==> src/hdl/rif_pkg.sv <==
// Package for the radix integer formatter: payload structs, command format,
// sizing constants and the character helper functions.
// No dependencies; rif_front, rif_queue, rif_back and the top level import this package.
`default_nettype none

package rif_pkg;

  // Sizing
  localparam int VALUE_WIDTH = 32;
  localparam int MAX_COLUMNS = 64;
  localparam int MAX_RADIX   = 36;
  localparam int WORD_MAX    = 10;
  localparam int COL_W       = 7;
  localparam int RADIX_W     = 6;

  // Divider: DIV_STEP quotient bits per cycle
  localparam int DIV_STEP   = 8;
  localparam int DIV_CYCLES = (VALUE_WIDTH + DIV_STEP - 1) / DIV_STEP;
  localparam int DIV_BITS   = DIV_CYCLES * DIV_STEP;
  localparam int DIV_CNT_W  = (DIV_CYCLES > 1) ? $clog2(DIV_CYCLES) : 1;

  // Digit store
  localparam int DIG_ADDR_W = $clog2(VALUE_WIDTH);
  localparam int DIG_CNT_W  = $clog2(VALUE_WIDTH + 1);

  // Command queue
  localparam int QUEUE_DEPTH = 2;
  localparam int QPTR_W      = (QUEUE_DEPTH > 1) ? $clog2(QUEUE_DEPTH) : 1;
  localparam int QCNT_W      = $clog2(QUEUE_DEPTH + 1);

  // Characters
  localparam logic [15:0] CHAR_MINUS = 16'h002D;
  localparam logic [15:0] CHAR_PLUS  = 16'h002B;
  localparam logic [15:0] CHAR_NONE  = 16'h0000;
  localparam logic [7:0]  CHAR_ZERO  = 8'h30;
  localparam logic [7:0]  CHAR_ALPHA = 8'h37;  // 'A' minus ten
  localparam logic [RADIX_W-1:0] DEC_RADIX = RADIX_W'(10);

  typedef struct packed {
    logic signed [VALUE_WIDTH-1:0] value;
    logic [RADIX_W-1:0]            radix;
    logic                          has_mincol;
    logic [COL_W-1:0]              mincol;
    logic [15:0]                   pad_char;
    logic                          at_flag;
    logic                          colon_flag;
  } in_item_t;

  typedef struct packed {
    logic [15:0] out_char;
    logic        last;
    logic        radix_error;
  } out_item_t;

  typedef enum logic [1:0] {
    CMD_ERR,
    CMD_WORD,
    CMD_NUM
  } cmd_kind_t;

  typedef enum logic [1:0] {
    WORD_CARD,
    WORD_ORD,
    WORD_ROMAN,
    WORD_OLD_ROMAN
  } word_sel_t;

  typedef struct packed {
    cmd_kind_t              kind;
    logic [VALUE_WIDTH-1:0] mag;
    logic [RADIX_W-1:0]     radix;
    logic                   has_sign;
    logic                   sign_minus;
    logic [COL_W-1:0]       cols;
    logic [15:0]            pad_char;
    word_sel_t              word_sel;
    logic [3:0]             word_idx;
  } cmd_t;

  typedef struct packed {
    logic [QCNT_W-1:0] count;
    logic              full;
    logic              empty;
  } q_stat_t;

  typedef struct packed {
    logic busy;
  } back_stat_t;

  // Digit value to character, uppercase above nine
  function automatic logic [15:0] digit_char(input logic [RADIX_W-1:0] d);
    logic [7:0] d8;
    d8 = {2'b00, d};
    return {8'h00, (d8 < 8'd10) ? (CHAR_ZERO + d8) : (CHAR_ALPHA + d8)};
  endfunction

  // Word text, right-justified, zero bytes above the first character
  function automatic logic [63:0] word_text(input word_sel_t sel,
                                            input logic [3:0] idx);
    logic [63:0] t;
    t = '0;
    unique case (sel)
      WORD_CARD: begin
        case (idx)
          4'd0:    t = 64'("zero");
          4'd1:    t = 64'("one");
          4'd2:    t = 64'("two");
          4'd3:    t = 64'("three");
          4'd4:    t = 64'("four");
          4'd5:    t = 64'("five");
          4'd6:    t = 64'("six");
          4'd7:    t = 64'("seven");
          4'd8:    t = 64'("eight");
          4'd9:    t = 64'("nine");
          default: t = 64'("ten");
        endcase
      end
      WORD_ORD: begin
        case (idx)
          4'd0:    t = 64'("zeroth");
          4'd1:    t = 64'("first");
          4'd2:    t = 64'("second");
          4'd3:    t = 64'("third");
          4'd4:    t = 64'("fourth");
          4'd5:    t = 64'("fifth");
          4'd6:    t = 64'("sixth");
          4'd7:    t = 64'("seventh");
          4'd8:    t = 64'("eighth");
          4'd9:    t = 64'("ninth");
          default: t = 64'("tenth");
        endcase
      end
      WORD_ROMAN: begin
        case (idx)
          4'd0:    t = 64'("0");
          4'd1:    t = 64'("I");
          4'd2:    t = 64'("II");
          4'd3:    t = 64'("III");
          4'd4:    t = 64'("IV");
          4'd5:    t = 64'("V");
          4'd6:    t = 64'("VI");
          4'd7:    t = 64'("VII");
          4'd8:    t = 64'("VIII");
          4'd9:    t = 64'("IX");
          default: t = 64'("X");
        endcase
      end
      default: begin
        case (idx)
          4'd0:    t = 64'("0");
          4'd1:    t = 64'("I");
          4'd2:    t = 64'("II");
          4'd3:    t = 64'("III");
          4'd4:    t = 64'("IIII");
          4'd5:    t = 64'("V");
          4'd6:    t = 64'("VI");
          4'd7:    t = 64'("VII");
          4'd8:    t = 64'("VIII");
          4'd9:    t = 64'("VIIII");
          default: t = 64'("X");
        endcase
      end
    endcase
    return t;
  endfunction

  // Count the character bytes of a word text
  function automatic logic [3:0] word_len(input logic [63:0] t);
    logic [3:0] n;
    n = '0;
    for (int i = 0; i < 8; i++) begin
      n = n + 4'(t[8*i +: 8] != 8'h00);
    end
    return n;
  endfunction

endpackage

`default_nettype wire

==> src/hdl/rif_ram.sv <==
// Generic single-port-write, single-port-read RAM with registered read data.
// No dependencies.
`default_nettype none

module rif_ram #(
  parameter int WIDTH = 8,
  parameter int DEPTH = 32
) (
  input  logic                     clk,
  input  logic                     wr_en,
  input  logic [$clog2(DEPTH)-1:0] wr_addr,
  input  logic [WIDTH-1:0]         wr_data,
  input  logic [$clog2(DEPTH)-1:0] rd_addr,
  output logic [WIDTH-1:0]         rd_data
);

  logic [WIDTH-1:0] mem_r [DEPTH];
  logic [WIDTH-1:0] rd_data_r;

  // Write port and registered read port
  always_ff @(posedge clk) begin
    if (wr_en) begin
      mem_r[wr_addr] <= wr_data;
    end
    rd_data_r <= mem_r[rd_addr];
  end

  assign rd_data = rd_data_r;

endmodule

`default_nettype wire

==> src/hdl/rif_front.sv <==
// Front end: accepts directives and classifies them into queue commands.
// Depends on rif_pkg.
`default_nettype none

module rif_front (
  input  logic               in_valid,
  output logic               in_ready,
  input  rif_pkg::in_item_t  in_data,
  input  rif_pkg::q_stat_t   q_stat,
  output logic               push,
  output rif_pkg::cmd_t      push_cmd
);

  import rif_pkg::*;

  logic [VALUE_WIDTH-1:0] raw;
  logic [VALUE_WIDTH-1:0] mag;
  logic                   neg;
  logic                   bad_radix;
  logic                   word_mode;
  logic                   word_in_range;
  logic [COL_W-1:0]       cols;

  assign in_ready = !q_stat.full;
  assign push     = in_valid && !q_stat.full;

  // Magnitude without overflow at the most negative value
  assign raw = in_data.value;
  assign neg = raw[VALUE_WIDTH-1];
  assign mag = neg ? VALUE_WIDTH'(~raw + VALUE_WIDTH'(1)) : raw;

  assign bad_radix     = (in_data.radix == RADIX_W'(1)) ||
                         (in_data.radix > RADIX_W'(MAX_RADIX));
  assign word_mode     = (in_data.radix == '0);
  assign word_in_range = !neg && (mag <= VALUE_WIDTH'(WORD_MAX));

  // Saturate the column request
  always_comb begin
    if (!in_data.has_mincol) begin
      cols = '0;
    end else if (in_data.mincol > COL_W'(MAX_COLUMNS)) begin
      cols = COL_W'(MAX_COLUMNS);
    end else begin
      cols = in_data.mincol;
    end
  end

  // Classify the directive
  always_comb begin
    push_cmd            = '0;
    push_cmd.mag        = mag;
    push_cmd.pad_char   = in_data.pad_char;
    push_cmd.word_idx   = mag[3:0];
    push_cmd.sign_minus = neg;
    if (in_data.at_flag && in_data.colon_flag) begin
      push_cmd.word_sel = WORD_OLD_ROMAN;
    end else if (in_data.at_flag) begin
      push_cmd.word_sel = WORD_ROMAN;
    end else if (in_data.colon_flag) begin
      push_cmd.word_sel = WORD_ORD;
    end else begin
      push_cmd.word_sel = WORD_CARD;
    end
    if (bad_radix) begin
      push_cmd.kind = CMD_ERR;
    end else if (word_mode && word_in_range) begin
      push_cmd.kind = CMD_WORD;
    end else if (word_mode) begin
      // plain decimal, no plus, no padding
      push_cmd.kind     = CMD_NUM;
      push_cmd.radix    = DEC_RADIX;
      push_cmd.has_sign = neg;
      push_cmd.cols     = '0;
    end else begin
      push_cmd.kind     = CMD_NUM;
      push_cmd.radix    = in_data.radix;
      push_cmd.has_sign = neg || (in_data.at_flag && (mag != '0));
      push_cmd.cols     = cols;
    end
  end

endmodule

`default_nettype wire

==> src/hdl/rif_queue.sv <==
// Short command queue between the front end and the back end.
// Depends on rif_pkg.
`default_nettype none

module rif_queue (
  input  logic              clk,
  input  logic              rst_n,
  input  logic              push,
  input  rif_pkg::cmd_t     push_cmd,
  input  logic              pop,
  output logic              pop_valid,
  output rif_pkg::cmd_t     pop_cmd,
  output rif_pkg::q_stat_t  stat
);

  import rif_pkg::*;

  cmd_t              slot_r [QUEUE_DEPTH];
  logic [QPTR_W-1:0] wr_ptr_r, wr_ptr_nxt;
  logic [QPTR_W-1:0] rd_ptr_r, rd_ptr_nxt;
  logic [QCNT_W-1:0] count_r, count_nxt;
  logic              do_push, do_pop;

  assign do_push = push && (count_r != QCNT_W'(QUEUE_DEPTH));
  assign do_pop  = pop && (count_r != '0);

  // Advance pointers with wrap
  always_comb begin
    wr_ptr_nxt = wr_ptr_r;
    rd_ptr_nxt = rd_ptr_r;
    count_nxt  = count_r;
    if (do_push) begin
      wr_ptr_nxt = (wr_ptr_r == QPTR_W'(QUEUE_DEPTH - 1)) ? '0 : wr_ptr_r + QPTR_W'(1);
    end
    if (do_pop) begin
      rd_ptr_nxt = (rd_ptr_r == QPTR_W'(QUEUE_DEPTH - 1)) ? '0 : rd_ptr_r + QPTR_W'(1);
    end
    if (do_push && !do_pop) begin
      count_nxt = count_r + QCNT_W'(1);
    end else if (do_pop && !do_push) begin
      count_nxt = count_r - QCNT_W'(1);
    end
  end

  always_ff @(posedge clk) begin
    if (!rst_n) begin
      wr_ptr_r <= '0;
      rd_ptr_r <= '0;
      count_r  <= '0;
    end else begin
      wr_ptr_r <= wr_ptr_nxt;
      rd_ptr_r <= rd_ptr_nxt;
      count_r  <= count_nxt;
    end
    if (do_push) begin
      slot_r[wr_ptr_r] <= push_cmd;
    end
  end

  assign pop_valid   = (count_r != '0);
  assign pop_cmd     = slot_r[rd_ptr_r];
  assign stat.count  = count_r;
  assign stat.full   = (count_r == QCNT_W'(QUEUE_DEPTH));
  assign stat.empty  = (count_r == '0);

endmodule

`default_nettype wire

==> src/hdl/rif_back.sv <==
// Back end: divides out the digits into the digit store, then emits padding,
// sign and digits (or word text, or the error result) one per cycle while the output is not stalled.
// Depends on rif_pkg and rif_ram.
`default_nettype none

module rif_back (
  input  logic                 clk,
  input  logic                 rst_n,
  input  logic                 q_valid,
  input  rif_pkg::cmd_t        q_cmd,
  output logic                 q_pop,
  output logic                 out_valid,
  input  logic                 out_ready,
  output rif_pkg::out_item_t   out_data,
  output rif_pkg::back_stat_t  stat
);

  import rif_pkg::*;

  typedef enum logic [2:0] {
    S_IDLE,
    S_DIV,
    S_PREP,
    S_PAD,
    S_SIGN,
    S_DIG,
    S_WORD,
    S_ERR
  } state_t;

  state_t                state_r, state_nxt;
  logic [DIV_BITS-1:0]   quo_r, quo_nxt;
  logic [RADIX_W-1:0]    rem_r, rem_nxt;
  logic [RADIX_W-1:0]    radix_r, radix_nxt;
  logic [DIV_CNT_W-1:0]  div_cnt_r, div_cnt_nxt;
  logic [DIG_CNT_W-1:0]  nd_r, nd_nxt;
  logic [DIG_ADDR_W-1:0] dig_idx_r, dig_idx_nxt;
  logic [COL_W-1:0]      pad_cnt_r, pad_cnt_nxt;
  logic [COL_W-1:0]      cols_r, cols_nxt;
  logic                  has_sign_r, has_sign_nxt;
  logic                  sign_minus_r, sign_minus_nxt;
  logic [15:0]           pad_char_r, pad_char_nxt;
  logic [63:0]           word_txt_r, word_txt_nxt;
  logic [3:0]            word_cnt_r, word_cnt_nxt;
  logic                  out_valid_r, out_valid_nxt;
  out_item_t             out_data_r, out_data_nxt;

  logic [DIV_BITS-1:0]   div_quo;
  logic [RADIX_W-1:0]    div_rem;
  logic [RADIX_W:0]      div_t;
  logic                  div_last;
  logic [RADIX_W-1:0]    dig_rd;
  logic                  emitting;
  logic                  load;
  out_item_t             cur;
  logic [63:0]           new_txt;
  logic [3:0]            new_len;
  logic [3:0]            word_sh;
  logic [COL_W-1:0]      text_len;

  // Digit store
  rif_ram #(
    .WIDTH (RADIX_W),
    .DEPTH (VALUE_WIDTH)
  ) u_dig_ram (
    .clk     (clk),
    .wr_en   ((state_r == S_DIV) && div_last),
    .wr_addr (nd_r[DIG_ADDR_W-1:0]),
    .wr_data (div_rem),
    .rd_addr (dig_idx_nxt),
    .rd_data (dig_rd)
  );

  // Restoring division, DIV_STEP quotient bits per cycle
  always_comb begin
    div_quo = quo_r;
    div_rem = rem_r;
    div_t   = '0;
    for (int i = 0; i < DIV_STEP; i++) begin
      div_t   = {div_rem, div_quo[DIV_BITS-1]};
      div_quo = {div_quo[DIV_BITS-2:0], 1'b0};
      if (div_t >= {1'b0, radix_r}) begin
        div_rem    = RADIX_W'(div_t - {1'b0, radix_r});
        div_quo[0] = 1'b1;
      end else begin
        div_rem = RADIX_W'(div_t);
      end
    end
  end

  assign div_last = (div_cnt_r == DIV_CNT_W'(DIV_CYCLES - 1));

  // Word text, left-justified for shifting out
  assign new_txt  = word_text(q_cmd.word_sel, q_cmd.word_idx);
  assign new_len  = word_len(new_txt);
  assign word_sh  = 4'd8 - new_len;
  assign text_len = COL_W'(nd_r) + COL_W'(has_sign_r);

  assign emitting = (state_r == S_PAD) || (state_r == S_SIGN) || (state_r == S_DIG) ||
                    (state_r == S_WORD) || (state_r == S_ERR);
  assign load     = emitting && (!out_valid_r || out_ready);
  assign q_pop    = (state_r == S_IDLE) && q_valid;

  // Select the current character
  always_comb begin
    cur = '0;
    unique case (state_r)
      S_PAD:  cur.out_char = pad_char_r;
      S_SIGN: cur.out_char = sign_minus_r ? CHAR_MINUS : CHAR_PLUS;
      S_DIG: begin
        cur.out_char = digit_char(dig_rd);
        cur.last     = (dig_idx_r == '0);
      end
      S_WORD: begin
        cur.out_char = {8'h00, word_txt_r[63:56]};
        cur.last     = (word_cnt_r == 4'd1);
      end
      S_ERR: begin
        cur.out_char    = CHAR_NONE;
        cur.last        = 1'b1;
        cur.radix_error = 1'b1;
      end
      default: cur = '0;
    endcase
  end

  // Sequence the item
  always_comb begin
    state_nxt      = state_r;
    quo_nxt        = quo_r;
    rem_nxt        = rem_r;
    radix_nxt      = radix_r;
    div_cnt_nxt    = div_cnt_r;
    nd_nxt         = nd_r;
    dig_idx_nxt    = dig_idx_r;
    pad_cnt_nxt    = pad_cnt_r;
    cols_nxt       = cols_r;
    has_sign_nxt   = has_sign_r;
    sign_minus_nxt = sign_minus_r;
    pad_char_nxt   = pad_char_r;
    word_txt_nxt   = word_txt_r;
    word_cnt_nxt   = word_cnt_r;
    unique case (state_r)
      S_IDLE: begin
        if (q_valid) begin
          quo_nxt        = DIV_BITS'(q_cmd.mag);
          rem_nxt        = '0;
          radix_nxt      = q_cmd.radix;
          div_cnt_nxt    = '0;
          nd_nxt         = '0;
          cols_nxt       = q_cmd.cols;
          has_sign_nxt   = q_cmd.has_sign;
          sign_minus_nxt = q_cmd.sign_minus;
          pad_char_nxt   = q_cmd.pad_char;
          word_txt_nxt   = new_txt << {word_sh, 3'b000};
          word_cnt_nxt   = new_len;
          unique case (q_cmd.kind)
            CMD_ERR:  state_nxt = S_ERR;
            CMD_WORD: state_nxt = S_WORD;
            default:  state_nxt = S_DIV;
          endcase
        end
      end
      S_DIV: begin
        quo_nxt     = div_quo;
        rem_nxt     = div_rem;
        div_cnt_nxt = div_cnt_r + DIV_CNT_W'(1);
        if (div_last) begin
          // store the digit, then restart on the quotient or finish
          rem_nxt     = '0;
          div_cnt_nxt = '0;
          nd_nxt      = nd_r + DIG_CNT_W'(1);
          dig_idx_nxt = nd_r[DIG_ADDR_W-1:0];
          if (div_quo == '0) begin
            state_nxt = S_PREP;
          end
        end
      end
      S_PREP: begin
        pad_cnt_nxt = (cols_r > text_len) ? (cols_r - text_len) : '0;
        if (cols_r > text_len) begin
          state_nxt = S_PAD;
        end else if (has_sign_r) begin
          state_nxt = S_SIGN;
        end else begin
          state_nxt = S_DIG;
        end
      end
      S_PAD: begin
        if (load) begin
          pad_cnt_nxt = pad_cnt_r - COL_W'(1);
          if (pad_cnt_r == COL_W'(1)) begin
            state_nxt = has_sign_r ? S_SIGN : S_DIG;
          end
        end
      end
      S_SIGN: begin
        if (load) begin
          state_nxt = S_DIG;
        end
      end
      S_DIG: begin
        if (load) begin
          if (dig_idx_r == '0) begin
            state_nxt = S_IDLE;
          end else begin
            dig_idx_nxt = dig_idx_r - DIG_ADDR_W'(1);
          end
        end
      end
      S_WORD: begin
        if (load) begin
          word_txt_nxt = {word_txt_r[55:0], 8'h00};
          word_cnt_nxt = word_cnt_r - 4'd1;
          if (word_cnt_r == 4'd1) begin
            state_nxt = S_IDLE;
          end
        end
      end
      S_ERR: begin
        if (load) begin
          state_nxt = S_IDLE;
        end
      end
      default: state_nxt = S_IDLE;
    endcase
  end

  // Output register
  always_comb begin
    out_data_nxt  = out_data_r;
    out_valid_nxt = out_valid_r && !out_ready;
    if (load) begin
      out_data_nxt  = cur;
      out_valid_nxt = 1'b1;
    end
  end

  // Hold state and registered outputs
  always_ff @(posedge clk) begin
    if (!rst_n) begin
      state_r     <= S_IDLE;
      out_valid_r <= 1'b0;
    end else begin
      state_r     <= state_nxt;
      out_valid_r <= out_valid_nxt;
    end
    quo_r        <= quo_nxt;
    rem_r        <= rem_nxt;
    radix_r      <= radix_nxt;
    div_cnt_r    <= div_cnt_nxt;
    nd_r         <= nd_nxt;
    dig_idx_r    <= dig_idx_nxt;
    pad_cnt_r    <= pad_cnt_nxt;
    cols_r       <= cols_nxt;
    has_sign_r   <= has_sign_nxt;
    sign_minus_r <= sign_minus_nxt;
    pad_char_r   <= pad_char_nxt;
    word_txt_r   <= word_txt_nxt;
    word_cnt_r   <= word_cnt_nxt;
    out_data_r   <= out_data_nxt;
  end

  assign out_valid = out_valid_r;
  assign out_data  = out_data_r;
  assign stat.busy = (state_r != S_IDLE);

endmodule

`default_nettype wire

==> src/hdl/radix_integer_formatter.sv <==
// Top level of the radix integer formatter: front end, command queue, back end.
// Depends on rif_pkg, rif_front, rif_queue, rif_back (and rif_ram below it).
//
//   channel  | direction | handshake             | payload
//   ---------+-----------+-----------------------+---------------------------------
//   in_      | input     | in_valid / in_ready   | in_data  (rif_pkg::in_item_t)
//   out_     | output    | out_valid / out_ready | out_data (rif_pkg::out_item_t)
//
// A bad radix or a word goes from idle straight to its characters. A number first divides
// out its D digits, then passes a prep state and emits max(text length, columns) characters;
// the divider yields 8 quotient bits a cycle.
// Reset is synchronous and active low; the queue starts empty and the back end idle.
// The queue holds two commands, so directives are taken while the back end works;
// a stalled output holds the back end, not the front end, until the queue fills.
`default_nettype none

module radix_integer_formatter (
  input  logic                clk,
  input  logic                rst_n,
  input  logic                in_valid,
  output logic                in_ready,
  input  rif_pkg::in_item_t   in_data,
  output logic                out_valid,
  input  logic                out_ready,
  output rif_pkg::out_item_t  out_data
);

  import rif_pkg::*;

  logic       push;
  cmd_t       push_cmd;
  logic       pop;
  logic       pop_valid;
  cmd_t       pop_cmd;
  q_stat_t    q_stat;
  back_stat_t back_stat;

  rif_front u_front (
    .in_valid (in_valid),
    .in_ready (in_ready),
    .in_data  (in_data),
    .q_stat   (q_stat),
    .push     (push),
    .push_cmd (push_cmd)
  );

  rif_queue u_queue (
    .clk       (clk),
    .rst_n     (rst_n),
    .push      (push),
    .push_cmd  (push_cmd),
    .pop       (pop),
    .pop_valid (pop_valid),
    .pop_cmd   (pop_cmd),
    .stat      (q_stat)
  );

  rif_back u_back (
    .clk       (clk),
    .rst_n     (rst_n),
    .q_valid   (pop_valid),
    .q_cmd     (pop_cmd),
    .q_pop     (pop),
    .out_valid (out_valid),
    .out_ready (out_ready),
    .out_data  (out_data),
    .stat      (back_stat)
  );

  // An error result is a lone, final, null character
  a_err_last: assert property (@(posedge clk) disable iff (!rst_n)
    out_valid && out_data.radix_error |-> out_data.last && (out_data.out_char == CHAR_NONE))
    else $error("radix error result not a single final character");

  // With the back end idle, only a final character may wait at the output
  a_idle_last: assert property (@(posedge clk) disable iff (!rst_n)
    !back_stat.busy && out_valid |-> out_data.last)
    else $error("item output cut short");

  // A full queue takes no transaction, and a push lands in the queue
  a_push_room: assert property (@(posedge clk) disable iff (!rst_n)
    in_valid && in_ready && !pop |=> q_stat.count == $past(q_stat.count) + QCNT_W'(1))
    else $error("accepted transaction lost at the queue");

endmodule

`default_nettype wire

==> config.mk <==
export PLATFORM = sky130hd
export DESIGN_NAME = radix_integer_formatter
export DESIGN_NICKNAME = d
export VERILOG_FILES = /design/src/hdl/rif_pkg.sv /design/src/hdl/rif_ram.sv /design/src/hdl/rif_front.sv /design/src/hdl/rif_queue.sv /design/src/hdl/rif_back.sv /design/src/hdl/radix_integer_formatter.sv
export SDC_FILE = /design/constraint.sdc
export NUM_CORES = 1
export LEC_CHECK = 0
export ABC_AREA = 1
export BUFFER_PORTS_ARGS = -buffer_cell sky130_fd_sc_hd__clkbuf_2
export CORE_AREA = 10 10 222 224
export DETAILED_ROUTE_END_ITERATION = 10
export DIE_AREA = 0 0 232 234
export PLACE_DENSITY = 0.75
export SYNTH_ARGS = -nofsm -noshare
export SYNTH_HDL_FRONTEND = slang
export SYNTH_MEMORY_MAX_BITS = 65536
export SYNTH_SLANG_ARGS = --single-unit
==> constraint.sdc <==
create_clock -name clk -period 15.51 [get_ports clk]
set_input_delay 3.102 -clock clk [delete_from_list [all_inputs] [get_ports clk]]
set_output_delay 3.102 -clock clk [all_outputs]
set_load 0.02 [all_outputs]
==> out/qor.yml <==
outcome: "finished clean"
yosys-top-cells-count: "nand2_1 (543), edfxtp_1 (488), nor2_1 (301)"
synth_area_leaders: "edfxtp_1 (55%), nand2_1 (7.6%), nor2_1 (4.2%)"
worst_pin_slew_ns: 1.00
die_w_um: 232
clock.fmax_ghz: 0.0702
timing.critical_path.mode_cell: "a21oi_1"
num_vias: 20400
nets: 2926
worst_path_max_delay_cell: "edfxtp_1"
worstPathMaxFanout: 16
start_util: 0.595
synth_edf_count: 488
slew_violations: 0
insertion_delay_ns: 0.60
io_pins: 88
cp-start-kind: "flip-flop"
route.met2.wl_mm: 32.4
core_mm2: 0.0449
grt.overflow.total: 0
fillCellCount: 3501
remaining_drc_errors: 0
drt_iter0_drc: 2479
grt.total_usage: 0.242
max_stage_delay_ns: 0.56
synthCells: 2677
hold_buffers: 0
critPathKind: "flip-flop to flip-flop"
drt-vias-per-instance: 6.01
cts_buffers: 50
num_rows: 78
synth_top_cell_area_share: 0.549
dp_hpwl_mm: 45.8
syn_to_final_growth_pct: 11.0
dr.pass1.iters: 6
cts_buffer_depth: 3
grt_max_degree: 97
drive_gt1_frac: 0.108
syn-num-nets: 2846
routed.top_layer: "met4"
synth_seq_cells: 508
slew-limit-headroom: 0.328
dieArea_mm2: 0.0543
hold_path_class: "flip-flop to flip-flop"
clkSlewWorstSetupHoldPaths_ns: 0.06
rsz0062_at_grt: "no"
drtAntennaViolNets: 0
grt_pass1_wl_mm: 105
seqCellArea_mm2: 0.0151
async_reset_ff_frac: 0
required_ns: 15.77
setup_viol: 0
wl_met3_mm: 5.23
hold_viol: 0
grt_pass1_vias: 19500
critPathArrivalTime_ns: 14.51
h-tree-depth: 2
gp_congestion: 0.984
wl_per_cell_um: 19.9
antenna_found_initial: 1
cts_sinks: 508
fin_setup_tns_ns: 0
multi_input_area_mm2: 0.0103
synth_flop_cell: "edfxtp_1"
cts_tree: "done"
finalClockSkew_ns: 0.0254
mappedNetlistArea_mm2: 0.0267
cts_root_buf: "clkbuf_16"
n_antenna_cell: 0
wl_met1_mm: 27.8
synthDistinctLibCells: 65
drt-total-wl_mm: 67.7
yosysTopAreaCell: "edfxtp_1"
yosysMostFrequentCell: "nand2_1"
fin_crit_sh: 0.919
dieHeight_um: 234
end_kind: "flip-flop"
syn_area_per_cell_um2: 9.98
period_minus_slack_ns: 14.25
cap_violations: 0
portBuffers: 87
yosys_warnings: 0
yosysSeqAreaShare: 0.564
==> cell type report <==
class                           count  area share
Timing Repair Buffer              138      0.0301
Clock inverter                     18     0.00688
Inverter                          252      0.0327
Sequential cell                   508       0.508
Multi-Input combinational cell   1802       0.347
Tap cell                          600      0.0253
Timing Repair inverter              5     0.00127
Clock buffer                       75      0.0487
==> state kept, by name, indices dropped and copies added, names as in the netlist, 7 cells and up, named ones only <==
signal,flops
u_back.word_txt_r,56
u_back.pad_char_r,16
u_back.out_data,18
u_back.cols_r,7
u_back.pad_cnt_r,7
u_back.quo_r,32
u_queue.slot_r,134
u_back.u_dig_ram.mem_r,192
==> kinds of logic (layout without fill, tap and decap cells) <==
group / Yosys count / count (layout) / share of synthesized area
AOI/OAI and AO/OA: 517 / 517 / 0.121
muxes: 44 / 44 / 0.0165
and+or+nand+nor: 1067 / 1067 / 0.171
buffers and inverters: 367 / 488 / 0.0536
DFF: 508 / 508 / 0.564
xor gates and xnor gates: 73 / 73 / 0.0239
adders and majority gates: 101 / 101 / 0.0507
==> layer usage <==
layer / vias to the layer above / track usage
li1: 9584 / -
met2: 924 / 0.403
met3: 155 / 0.0348
met4: 0 / 0.0858
met1: 9763 / 0.321
met5: - / 0
==> what timing repair did <==
action / in CTS / in global routing
setup buffers: 0 / 26
endpoints found under the hold margin: 0 / 0
resized for setup: 0 / 13
setup endpoints to repair: 0 / 202
==> per-stage QoR <==
| step | instance area (um2) | setup WS (ns) | std cells | utilization | hold WS [ns] |
|---|---|---|---|---|---|
| finish | 29700 | 1.26 | 3398 | 0.661 | 0.444 |
| global route | 29700 | 0.000718 | 3398 | 0.661 | 0.493 |
| CTS | 29300 | 0.636 | 3367 | 0.653 | 0.445 |
| detailed placement | 27700 | 0.720 | 3274 | 0.616 | 0.436 |
| global placement | 27700 | 1.45 | 3274 | 0.616 | 0.429 |
| floorplan | 26700 | 2.89 | 2677 | - | 0.425 |
==> worst max-delay path, delay by kind of cell (launching register included) <==
| kind | cells | cell delay [ns] |
|---|---|---|
| fa+ha+maj | 8 | 2.80 |
| simple gates | 24 | 2.92 |
| buf+inv | 14 | 1.55 |
| compound gates | 30 | 6.04 |
| flops | 1 | 0.56 |
==> placed cells by master (no fill, tap or decap), types with 13 or more instances in the layout <==
master	n
nand2_1	541
edfxtp_1	488
nor2_1	299
inv_1	234
o21ai_0	206
nand3_1	105
ha_1	89
clkbuf_2	87
a21oi_1	70
a31oi_1	53
xor2_1	50
clkbuf_16	50
buf_4	45
mux2i_1	44
o221ai_1	43
nand4_1	23
o211ai_1	22
xnor2_1	22
o21ai_1	21
nor3_1	21
a32o_1	21
dfxtp_1	19
clkbuf_1	15
nor4_1	14
clkinvlp_4	13
==> final timing paths <==
check | slack, ns | cells past startpoint | startpoint | end
worst max-delay path | 1.26 | 76 | u_back.radix_r[1]$_DFFE_PP_ | u_back.u_dig_ram.mem_r[1][0]$_DFFE_PP_
worst min-delay path | 0.44 | 1 | u_queue.rd_ptr_r$_SDFFE_PN0P_ | flip-flop
worst max register to register | 1.26 | 76 | u_back.radix_r[1]$_DFFE_PP_ | u_back.u_dig_ram.mem_r[1][0]$_DFFE_PP_
worst min register to register | 0.44 | 1 | u_queue.rd_ptr_r$_SDFFE_PN0P_ | flip-flop
Power is left out: the tool's default activity adds up to more than one toggle a clock period on the data nets, which glitch-free logic cannot reach.
